File: src/rtl/atpl_pkg.sv
// ----------------------------------------------------------------------------
// atpl_pkg - shared constants for the ADC to temperature converter
// Field widths, operation codes and the result range.
// ----------------------------------------------------------------------------
`default_nettype none

package atpl_pkg;

  localparam int MAX_PAIRS_DEF = 16;

  localparam int OP_W   = 1;
  localparam int IDX_W  = 4;
  localparam int TEMP_W = 21;
  localparam int ADC_W  = 16;
  localparam int CFG_W  = 5;

  // operation codes
  localparam logic [OP_W-1:0] OP_LOAD    = 1'b0;
  localparam logic [OP_W-1:0] OP_CONVERT = 1'b1;

  // result range (21-bit two's complement)
  localparam int TEMP_MIN = -(1 <<< (TEMP_W - 1));
  localparam int TEMP_MAX = (1 <<< (TEMP_W - 1)) - 1;

endpackage : atpl_pkg

`default_nettype wire

File: src/rtl/adc_to_temp_piecewise_linear.sv
// ----------------------------------------------------------------------------
// adc_to_temp_piecewise_linear - ADC sample to temperature by table lookup
// Piecewise linear interpolation over a loaded table of (temperature, adc)
// pairs, using a bit-serial divider and multiplier.
// ----------------------------------------------------------------------------
// Usage:
//   Input channel (in_valid_i / in_stall_o) carries one word per item. A load
//   word (opcode 0) writes one table pair and gives no result. A convert
//   word (opcode 1) gives exactly one temperature word on the output channel
//   (out_valid_o / out_stall_i).
//   cfg_we_i/cfg_wdata_i set pairs_in_use; write it only while idle.
// Steps of a convert, accept to result register:
//   pairs_in_use = 0 : sample passed through
//   otherwise        : a read and a check state per table pair inspected in
//                      the search, plus, when interpolating, set-up, 21-step
//                      quotient, 16-step multiply, 16-step remainder divide,
//                      sum and saturate.
// The table memory has one read port with registered data, which is why each
// pair inspected takes a read state and a check state.
// One convert is in flight at a time; in_stall_o is high while it runs. The
// result sits in an output register, so a load may be taken while a result
// waits. A held output stalls a finished convert until the word is taken.
// Reset clears the control state and pairs_in_use; table contents are
// undefined until loaded.
// ----------------------------------------------------------------------------
`default_nettype none

module adc_to_temp_piecewise_linear #(
  parameter int MAX_PAIRS = atpl_pkg::MAX_PAIRS_DEF
) (
  input  wire logic                               clk_i,
  input  wire logic                               rst_ni,
  // configuration
  input  wire logic                               cfg_we_i,
  input  wire logic [atpl_pkg::CFG_W-1:0]         cfg_wdata_i,
  // input channel
  input  wire logic                               in_valid_i,
  output logic                                    in_stall_o,
  input  wire logic [atpl_pkg::OP_W-1:0]          opcode_i,
  input  wire logic [atpl_pkg::IDX_W-1:0]         entry_index_i,
  input  wire logic signed [atpl_pkg::TEMP_W-1:0] entry_temperature_i,
  input  wire logic [atpl_pkg::ADC_W-1:0]         entry_adc_i,
  input  wire logic [atpl_pkg::ADC_W-1:0]         sample_i,
  // output channel
  output logic                                    out_valid_o,
  input  wire logic                               out_stall_i,
  output logic signed [atpl_pkg::TEMP_W-1:0]      temperature_o
);

  localparam int TW   = atpl_pkg::TEMP_W;
  localparam int AW_D = atpl_pkg::ADC_W;
  localparam int PW   = TW + AW_D;                 // one table pair
  localparam int AW   = (MAX_PAIRS > 1) ? $clog2(MAX_PAIRS) : 1;
  localparam int KW   = $clog2(MAX_PAIRS + 1);     // holds the pair count
  localparam int XW   = TW + 1;                    // temperature difference
  localparam int DVW  = 2 * AW_D;                  // divider shift register
  localparam int QW   = TW + AW_D;                 // quotient times sample offset
  localparam int SW   = QW + 3;                    // final signed sum
  localparam int CW   = $clog2(TW);                // step counter

  localparam logic signed [SW-1:0] TMin = SW'(atpl_pkg::TEMP_MIN);
  localparam logic signed [SW-1:0] TMax = SW'(atpl_pkg::TEMP_MAX);

  // FSM codes
  localparam logic [3:0] S_IDLE  = 4'd0;
  localparam logic [3:0] S_READ  = 4'd1;
  localparam logic [3:0] S_CHECK = 4'd2;
  localparam logic [3:0] S_PREP  = 4'd3;
  localparam logic [3:0] S_DIV1  = 4'd4;
  localparam logic [3:0] S_MUL   = 4'd5;
  localparam logic [3:0] S_DIV2  = 4'd6;
  localparam logic [3:0] S_SUM   = 4'd7;
  localparam logic [3:0] S_SAT   = 4'd8;
  localparam logic [3:0] S_PUSH  = 4'd9;

  // control
  logic [3:0]                  state_q, state_d;
  logic [atpl_pkg::CFG_W-1:0]  pairs_q;
  logic                        out_valid_q;
  logic [KW-1:0]               k_q;

  // table memory
  logic [PW-1:0]               mem_q [MAX_PAIRS];
  logic [PW-1:0]               rd_q;

  // datapath
  logic [AW_D-1:0]             val_q;
  logic signed [TW-1:0]        prev_t_q;
  logic [AW_D-1:0]             prev_a_q;
  logic signed [XW-1:0]        x_q;
  logic                        sx_q;
  logic [AW_D-1:0]             d_q;
  logic [AW_D-1:0]             nmag_q;
  logic [AW_D-1:0]             rem_q;
  logic [DVW-1:0]              quo_q;
  logic [CW-1:0]               cnt_q;
  logic [QW-1:0]               acc_q;
  logic [DVW-1:0]              prod_q;
  logic signed [TW-1:0]        res_q;
  logic signed [TW-1:0]        out_temp_q;

  logic                        accept;
  logic                        push_ok;
  logic [KW-1:0]               n_eff;
  logic [KW-1:0]               k_inc;
  logic signed [TW-1:0]        rd_t;
  logic [AW_D-1:0]             rd_a;
  logic                        hit;
  logic                        last;
  logic [AW_D:0]               rem_sh;
  logic                        ge;
  logic [AW_D-1:0]             rem_nx;
  logic [DVW-1:0]              quo_nx;
  logic [QW-1:0]               acc_nx;
  logic [DVW-1:0]              prod_nx;
  logic [XW-1:0]               xmag;
  logic signed [SW-1:0]        hi_w;
  logic signed [SW-1:0]        mag_w;
  logic signed [SW-1:0]        t_w;
  logic signed [TW-1:0]        sat;
  logic                        load_ok;

  assign accept  = in_valid_i && (state_q == S_IDLE);
  assign push_ok = !out_valid_q || !out_stall_i;
  assign load_ok = accept && (opcode_i == atpl_pkg::OP_LOAD)
                   && (32'(entry_index_i) < MAX_PAIRS);

  // pair count clipped to the table depth
  always_comb begin
    if (32'(pairs_q) > MAX_PAIRS) begin
      n_eff = KW'(MAX_PAIRS);
    end else begin
      n_eff = KW'(pairs_q);
    end
  end

  assign k_inc = k_q + 1'b1;
  assign rd_t  = rd_q[PW-1:AW_D];
  assign rd_a  = rd_q[AW_D-1:0];
  assign hit   = val_q >= rd_a;
  assign last  = (k_inc == n_eff);

  // restoring divider step, shared by both divides
  assign rem_sh = {rem_q, quo_q[DVW-1]};
  assign ge     = rem_sh >= {1'b0, d_q};
  assign rem_nx = ge ? AW_D'(rem_sh - {1'b0, d_q}) : rem_sh[AW_D-1:0];
  assign quo_nx = {quo_q[DVW-2:0], ge};

  // shift-add multiply step, sample offset bits taken msb first
  assign acc_nx  = {acc_q[QW-2:0], 1'b0}
                   + (nmag_q[AW_D-1] ? QW'(quo_q[TW-1:0]) : QW'(0));
  assign prod_nx = {prod_q[DVW-2:0], 1'b0}
                   + (nmag_q[AW_D-1] ? DVW'(rem_q) : DVW'(0));

  // magnitude of the temperature difference
  assign xmag = x_q[XW-1] ? XW'(-x_q) : XW'(x_q);

  // final sum with saturation
  assign hi_w  = SW'(prev_t_q);
  assign mag_w = SW'({3'b000, acc_q});
  assign t_w   = sx_q ? (hi_w - mag_w) : (hi_w + mag_w);
  always_comb begin
    if (t_w < TMin) begin
      sat = TW'(TMin);
    end else if (t_w > TMax) begin
      sat = TW'(TMax);
    end else begin
      sat = t_w[TW-1:0];
    end
  end

  // next state
  always_comb begin
    state_d = state_q;
    case (state_q)
      S_IDLE: begin
        if (accept && (opcode_i == atpl_pkg::OP_CONVERT)) begin
          state_d = (n_eff == '0) ? S_PUSH : S_READ;
        end
      end
      S_READ:  state_d = S_CHECK;
      S_CHECK: begin
        if (hit) begin
          state_d = (k_q == '0) ? S_PUSH : S_PREP;
        end else begin
          state_d = last ? S_PUSH : S_READ;
        end
      end
      S_PREP:  state_d = S_DIV1;
      S_DIV1:  if (cnt_q == '0) state_d = S_MUL;
      S_MUL:   if (cnt_q == '0) state_d = S_DIV2;
      S_DIV2:  if (cnt_q == '0) state_d = S_SUM;
      S_SUM:   state_d = S_SAT;
      S_SAT:   state_d = S_PUSH;
      S_PUSH:  if (push_ok) state_d = S_IDLE;
      default: state_d = S_IDLE;
    endcase
  end

  // control registers
  always_ff @(posedge clk_i or negedge rst_ni) begin
    if (!rst_ni) begin
      state_q     <= S_IDLE;
      pairs_q     <= '0;
      out_valid_q <= 1'b0;
      k_q         <= '0;
    end else begin
      state_q <= state_d;
      if (cfg_we_i) begin
        pairs_q <= cfg_wdata_i;
      end
      if ((state_q == S_PUSH) && push_ok) begin
        out_valid_q <= 1'b1;
      end else if (out_valid_q && !out_stall_i) begin
        out_valid_q <= 1'b0;
      end
      if (state_q == S_IDLE) begin
        k_q <= '0;
      end else if ((state_q == S_CHECK) && !hit) begin
        k_q <= k_inc;
      end
    end
  end

  // table store: one write port, one registered read port
  always_ff @(posedge clk_i) begin
    if (load_ok) begin
      mem_q[AW'(entry_index_i)] <= {entry_temperature_i, entry_adc_i};
    end
    rd_q <= mem_q[k_q[AW-1:0]];
  end

  // datapath registers
  always_ff @(posedge clk_i) begin
    case (state_q)
      S_IDLE: begin
        val_q <= sample_i;
        res_q <= TW'({5'b00000, sample_i});
      end
      S_CHECK: begin
        if (hit) begin
          res_q  <= rd_t;                         // first pair matched
          x_q    <= XW'(rd_t) - XW'(prev_t_q);
          d_q    <= prev_a_q - rd_a;
          nmag_q <= prev_a_q - val_q;
        end else begin
          res_q    <= rd_t;                       // last pair if none left
          prev_t_q <= rd_t;
          prev_a_q <= rd_a;
        end
      end
      S_PREP: begin
        sx_q  <= x_q[XW-1];
        rem_q <= '0;
        quo_q <= {xmag[TW-1:0], (DVW-TW)'(0)};
        cnt_q <= CW'(TW - 1);
      end
      S_DIV1: begin
        rem_q <= rem_nx;
        quo_q <= quo_nx;
        if (cnt_q == '0) begin
          acc_q  <= '0;
          prod_q <= '0;
          cnt_q  <= CW'(AW_D - 1);
        end else begin
          cnt_q <= cnt_q - 1'b1;
        end
      end
      S_MUL: begin
        acc_q  <= acc_nx;
        prod_q <= prod_nx;
        nmag_q <= {nmag_q[AW_D-2:0], 1'b0};
        if (cnt_q == '0) begin
          // high half of remainder product is below the span already
          rem_q <= prod_nx[DVW-1:AW_D];
          quo_q <= {prod_nx[AW_D-1:0], AW_D'(0)};
          cnt_q <= CW'(AW_D - 1);
        end else begin
          cnt_q <= cnt_q - 1'b1;
        end
      end
      S_DIV2: begin
        rem_q <= rem_nx;
        quo_q <= quo_nx;
        cnt_q <= cnt_q - 1'b1;
      end
      S_SUM: begin
        acc_q <= acc_q + QW'(quo_q[AW_D-1:0]);
      end
      S_SAT: begin
        res_q <= sat;
      end
      S_PUSH: begin
        if (push_ok) begin
          out_temp_q <= res_q;
        end
      end
      default: begin
        cnt_q <= cnt_q;
      end
    endcase
  end

  assign in_stall_o    = (state_q != S_IDLE);
  assign out_valid_o   = out_valid_q;
  assign temperature_o = out_temp_q;

endmodule : adc_to_temp_piecewise_linear

`default_nettype wire
File: config.mk
export PLATFORM = sky130hd
export DESIGN_NAME = adc_to_temp_piecewise_linear
export DESIGN_NICKNAME = d
export VERILOG_FILES = /design/src/rtl/atpl_pkg.sv /design/src/rtl/adc_to_temp_piecewise_linear.sv
export SDC_FILE = /design/constraint.sdc
export NUM_CORES = 1
export LEC_CHECK = 0
export ABC_AREA = 1
export ABC_CLOCK_PERIOD_IN_PS = 4350
export BUFFER_PORTS_ARGS = -buffer_cell sky130_fd_sc_hd__buf_4
export CAP_MARGIN = 20
export CORE_MARGIN = 5
export CORE_UTILIZATION = 25
export CTS_CLUSTER_DIAMETER = 40
export DETAILED_ROUTE_END_ITERATION = 10
export SETUP_SLACK_MARGIN = 0.15
export SLEW_MARGIN = 30
export SYNTH_ARGS = -nofsm -noshare
export SYNTH_HDL_FRONTEND = slang
export SYNTH_SLANG_ARGS = --single-unit
File: constraint.sdc
create_clock -name clk_i -period 4.35 [get_ports clk_i]
set_clock_uncertainty 0.05 [all_clocks]
set_input_delay 0.435 -clock clk_i [delete_from_list [all_inputs] [get_ports clk_i]]
set_output_delay 0.435 -clock clk_i [all_outputs]
set_load 0.03 [all_outputs]
==> flow_metrics.py, run 1 <==
metrics = {
    "drt": {
        "ant_nets": 0,
        "vias_per_cell": 4.69,
        "routed-wl-met2_um": 68300,
        "top_layer": "met5",
        "wl_per_cell_um": 18.6,
        "initialDrtViolationCount": 2895,
        "drt_wl_total_um": 141000,
        "dr.pass1.iters": 6,
        "wl_met3_um": 7240,
        "wl_met1_um": 59600,
        "num_vias": 35800,
        "drc": 0,
    },
    "critical_path": {
        "cp_data_required_time_ps": 4810,
        "crit_path_top_delay_cell": "ha_1",
        "worstPathMaxFanout": 5,
        "crit_top_cell": "nand2_1",
        "r2r_cells": 28,
        "max_stage_delay_ps": 440,
        "crit_path_end": "res_q[5]",
        "r2r-start": "acc_q[1]",
        "crit_type": "reg2reg",
        "r2r-end": "res_q[5]",
        "critical_path.startpoint": "acc_q[1]",
        "ff2ff_setup_slack_ps": 130,
        "start_kind": "register",
        "endpoint_kind": "register",
        "arrival_ps": 4680,
    },
    "sta": {
        "post-route-period-util": 0.971,
        "min_period_ps": 4220,
        "worstMarginPinSlew_ps": 1270,
        "hold_viol_final": 0,
        "slew_headroom": 0.152,
        "setup_viol": 0,
        "slew_violations": 0,
        "rsz0062_at_grt": "yes",
        "timing.hold.ws_ps": 73.1,
        "fmax_mhz": 237,
    },
    "place": {
        "gp_congestion": 0.916,
        "io_buffers": 90,
        "dp_hpwl_um": 94300,
        "dp_cells": 7282,
    },
    "clock_tree": {
        "clockBufferDepth": 3,
        "cts_buffers": 136,
        "root_buffer": "clkbuf_16",
        "h-tree-depth": 4,
        "cts_num_sinks": 915,
        "clk_latency_ps": 760,
        "cts_tree": "yes",
        "cts.clk_slew.worst_paths_ps": 60,
    },
    "power": {
        "power_frac_clock": 0.532,
        "power_density_mw_per_mm2": 366,
        "leakage_uw": 0.0224,
        "comb_power_share": 0.011,
        "p_seq_frac": 0.457,
        "ir_drop_uv": 259,
        "p_int_uw": 16600,
        "switching_share": 0.210,
        "p_sw_uw": 4410,
        "report.power.total_uw": 21000,
    },
    "synth": {
        "ys_top_cells_by_count": "nand2_1, edfxtp_1, inv_1",
        "ys_seq_area_frac": 0.582,
        "synth_top_area_frac": 0.558,
        "synth_cell_type_count": 62,
        "synth_top_area_cell": "edfxtp_1",
        "synth-async-reset-ratio": 0.0164,
        "synth_seq_cells": 915,
        "syn_nets": 4978,
        "syn_inst": 4725,
        "synth_area_leaders": "edfxtp_1, nand2_1, ha_1, o21ai_0, inv_1",
        "yosysMostFrequentCell": "nand2_1",
        "yosysWarnings": 0,
        "synth-main-ff-cell": "edfxtp_1",
        "avgSynthCellArea_um2": 9.82,
        "synth_edf_count": 863,
        "netlist_area_mm2": 0.0464,
    },
    "die": {
        "die_w_um": 441,
        "ios": 91,
        "die_area_mm2": 0.194,
        "chipHeight_um": 441,
        "placementRows": 158,
        "start_util": 0.251,
        "coreArea_mm2": 0.185,
    },
    "cells_and_area": {
        "drive_above_1_share": 0.141,
        "fin_nets": 5275,
        "final_cell_count_no_fill": 7621,
        "syn_to_final_growth_pct": 23.5,
        "fill_cells": 19000,
        "fin_util": 0.310,
    },
    "outcome": {
        "status": "finished, final reports clean",
    },
    "flow_run": {
        "maxCapViolCount": 0,
    },
    "global_routing": {
        "gr-total-overflow": 0,
        "grt_pass1_wl_um": 211000,
        "antenna_found_initial": 12,
        "grt_usage": 0.141,
        "grt_pass1_vias": 34500,
        "grt_max_degree": 206,
    },
    "min_path": {
        "hp-class": "in2reg",
    },
}
==> critical path, delay by kind of cell (launching register included) <==
| kind | cells | cell delay [ps] |
|---|---|---|
| and+or+nand+nor | 21 | 2290 |
| buffers and inverters | 3 | 410 |
| AOI/OAI and AO/OA | 1 | 60 |
| adders and majority gates | 2 | 580 |
| DFF | 1 | 390 |
| xor gates and xnor gates | 1 | 200 |
==> cell type report <==
type / count / area [µm²] / share of cell area
Tap cell: 2480 / 3100 / 0.0541
Timing Repair Buffer: 321 / 2710 / 0.0473
Multi-Input combinational cell: 3122 / 17700 / 0.309
Sequential cell: 915 / 27000 / 0.472
Clock buffer: 162 / 3610 / 0.0630
Antenna cell: 4 / 10.0 / 0.000175
Inverter: 526 / 1980 / 0.0346
Clock inverter: 91 / 1130 / 0.0197
==> per-stage QoR <==
stage	setup WS [ps]	cell area [µm²]	setup TNS, ps
6_report	128	57300	0
3_3_place_gp	-179	50900	-3410
2_1_floorplan	396	46400	0
5_1_grt	-143	57300	-2450
3_5_place_dp	-145	50900	-2510
4_1_cts	71.9	56600	0
==> cell usage in the layout (no fill, tap or decap), types with 46 or more instances in the layout <==
| cell type | instances |
|---|---|
| nand4_1 | 60 |
| xnor2_1 | 47 |
| o21ai_0 | 394 |
| nor3_1 | 49 |
| xor2_1 | 90 |
| edfxtp_1 | 863 |
| a221oi_1 | 46 |
| dlygate4sd3_1 | 64 |
| nand3_1 | 198 |
| o22ai_1 | 56 |
| inv_1 | 503 |
| nor2_1 | 392 |
| buf_4 | 244 |
| nand2_1 | 918 |
| ha_1 | 159 |
| nand2_2 | 55 |
| clkbuf_16 | 139 |
| a21oi_1 | 288 |
==> flip-flops by register name (all words and copies together) (netlist names), 21 cells and up <==
signal and cells:
rd_q 37, acc_q 37, mem_q 592, quo_q 32, temperature_o 21, prev_t_q 21
x_q 22, res_q 21, prod_q 31
==> power by group through the flow <==
stage          clock network (µW)  registers [µW]  logic (µW)
2_1_floorplan                   0            9780        24.1
3_3_place_gp                    0            9780         185
3_5_place_dp                    0            9780         190
4_1_cts                     11400            9600         247
5_1_grt                     11800            9590         261
6_report                    11200            9600         241
==> worst min path at each step <==
| stage | from | endpoint | slack, ps | cells past startpoint |
|---|---|---|---|---|
| after floorplan | rst_ni | k_q[0] | 90 | 0 |
| after global placement | rst_ni | pairs_q[3] | 280 | 1 |
| after detailed placement | rst_ni | pairs_q[3] | 290 | 1 |
| after CTS | rst_ni | state_q[0] | 50 | 2 |
| after global routing | cfg_wdata_i[2] | pairs_q[2] | 80 | 3 |
| final | cfg_wdata_i[2] | pairs_q[2] | 70 | 3 |
==> logic make-up after synthesis <==
group	count (synthesis)	synth area share
AND/OR/NAND/NOR	1824	0.163
AO/OA/AOI/OAI	971	0.120
flip-flops	915	0.582
buffers and inverters	688	0.0566
adder cells (fa/ha/maj)	185	0.0512
XOR/XNOR	142	0.0270
==> what timing repair did <==
item                                    CTS  global route
hold endpoints to repair                630             0
gates cloned                              1             1
hold buffers                             64             0
setup buffers                             8             8
gates resized for setup                  52           168
pin swaps                                 5            35
endpoints found under the setup margin   21            21
==> per-layer routing <==
layer  track usage  vias up
met5             0        -
met4        0.0615        6
met3        0.0213      259
met2         0.240     1063
met1         0.178    17300
li1              -    17100
Power figures use the tool's default switching activity.
==> run 2: changes to the inputs <==
MAX_ROUTING_LAYER = met4   (was unset)
==> run 2 against run 1 <==
Final cell count rose by 0.10%. Register-to-register slack got worse by 70 ps. Cell area fell by 0.69%. Largest cell class unchanged. Largest power group unchanged.
==> flow_metrics.py, run 2 (synthesis results as in run 1) <==
metrics = {
    "cells_and_area": {
        "layout_common_cells": "nand2_1, edfxtp_1, inv_1",
        "largest_register_ffs": 592,
        "syn_to_final_growth_pct": 22.7,
        "largest-register": "mem_q",
        "top_regs": "mem_q x592, acc_q x37, rd_q x37",
        "mostFrequentLayoutCell": "nand2_1",
        "fin_nets": 5280,
        "postLayoutCellArea_mm2": 0.0569,
        "drive_above_1_share": 0.126,
    },
    "place": {
        "placedInstanceArea_mm2": 0.0510,
        "gp_congestion": 0.951,
        "dp_hpwl_um": 93800,
        "io_buffers": 90,
    },
    "critical_path": {
        "critical_path.startpoint": "acc_q[1]",
        "crit_path_end": "res_q[3]",
        "r2r-end": "res_q[3]",
        "r2r_cells": 29,
        "crit_top_cell": "nand2_1",
        "start_kind": "register",
        "crit_type": "reg2reg",
        "r2r-start": "acc_q[1]",
        "crit_path_top_delay_cell": "edfxtp_1",
        "cp_data_required_time_ps": 4810,
        "ff2ff_setup_slack_ps": 60,
        "endpoint_kind": "register",
        "max_stage_delay_ps": 400,
        "worstPathMaxFanout": 10,
        "arrival_ps": 4750,
    },
    "sta": {
        "slew_violations": 0,
        "post-route-period-util": 0.986,
        "min_period_ps": 4290,
        "rsz0062_at_grt": "yes",
        "slew_headroom": 0.262,
        "setup_viol": 0,
        "fmax_mhz": 233,
        "worstMarginPinSlew_ps": 1110,
        "hold_viol_final": 0,
        "tns_ps": 0,
    },
    "power": {
        "ir_drop_uv": 319,
        "leakage_uw": 0.0222,
        "power_density_mw_per_mm2": 365,
        "report.power.total_uw": 20800,
    },
    "global_routing": {
        "grt_pass1_vias": 34800,
        "grt_pass1_wl_um": 212000,
        "grt_max_degree": 169,
        "grt_usage": 0.146,
        "antenna_found_initial": 16,
        "gr-total-overflow": 0,
    },
    "drt": {
        "num_vias": 35600,
        "drc": 0,
        "routed-wl-met2_um": 69000,
        "drt_wl_total_um": 141000,
        "ant_nets": 0,
        "wl_per_cell_um": 18.5,
        "vias_per_cell": 4.66,
        "dr.pass1.iters": 6,
        "wl_met3_um": 7090,
        "initialDrtViolationCount": 2595,
        "top_layer": "met4",
        "wl_met1_um": 59400,
    },
    "clock_tree": {
        "clockBufferDepth": 3,
        "cts_num_sinks": 915,
        "clk_latency_ps": 760,
        "h-tree-depth": 4,
        "cts.clk_slew.worst_paths_ps": 60,
        "cts_tree": "yes",
        "cts_buffers": 139,
        "root_buffer": "clkbuf_16",
    },
    "die": {
        "coreArea_mm2": 0.185,
        "chipHeight_um": 441,
        "die_area_mm2": 0.194,
        "die_w_um": 441,
        "ios": 91,
        "start_util": 0.251,
        "placementRows": 158,
    },
    "outcome": {
        "status": "finished, final reports clean",
    },
    "flow_run": {
        "maxCapViolCount": 0,
    },
    "min_path": {
        "hp-class": "in2async",
    },
}
run 2: layout make-up:
type / instances / area (µm²)
clock inverter: 93 / 1060
sequential: 915 / 27000
clock buffer: 161 / 3590
tap: 2480 / 3100
inverter: 526 / 1980
multi-input combinational: 3122 / 17400
fill: 19100 / 128000
antenna: 9 / 22.5
timing repair buffer: 323 / 2770
run 2: worst max-delay path, delay by kind of cell, from the launching register on:
kind	cells	cell delay, ps
compound gates	3	350
xor+xnor	1	100
fa+ha+maj	2	550
buf+inv	6	810
flops	1	400
simple gates	17	1760
run 2: what timing repair did:
| item | CTS | global route |
|---|---|---|
| gates resized for setup | 37 | 80 |
| pin swaps | 14 | 27 |
| hold endpoints to repair | 630 | 0 |
| setup buffers | 1 | 11 |
| gates cloned | 0 | 2 |
| hold buffers | 64 | 0 |
| endpoints found under the setup margin | 21 | 21 |
run 2: through the flow:
stage	setup WS, ps	hold slack (ps)	utilization	cells
after floorplan	396	89.4	-	4725
after global placement	-83.1	283	0.276	7288
after detailed placement	-148	284	0.276	7288
after CTS	24.2	42.0	0.305	7607
after global routing	-249	66.5	0.308	7629
final	60.7	58.7	0.308	7629
run 2: worst min-delay path by stage:
stage	start	end	slack, ps	depth (start not counted)
floorplan	rst_ni	k_q[0]	90	0
global placement	rst_ni	pairs_q[3]	280	1
detailed placement	rst_ni	pairs_q[3]	280	1
CTS	rst_ni	k_q[1]	40	2
global route	cfg_wdata_i[4]	pairs_q[4]	70	3
finish	rst_ni	k_q[1]	60	2
run 2: report_power, final:
group / total [µW] / switching (µW) / internal [µW]
combinational: 243 / 151 / 92.4
clock: 10900 / 4400 / 6520
sequential: 9600 / 3.23 / 9600
run 2: per-layer routing:
| layer | vias to the layer above | track usage |
|---|---|---|
| li1 | 17100 | - |
| met1 | 17200 | 0.178 |
| met2 | 961 | 0.243 |
| met3 | 239 | 0.0232 |
| met4 | 0 | 0.0557 |
| met5 | - | - |
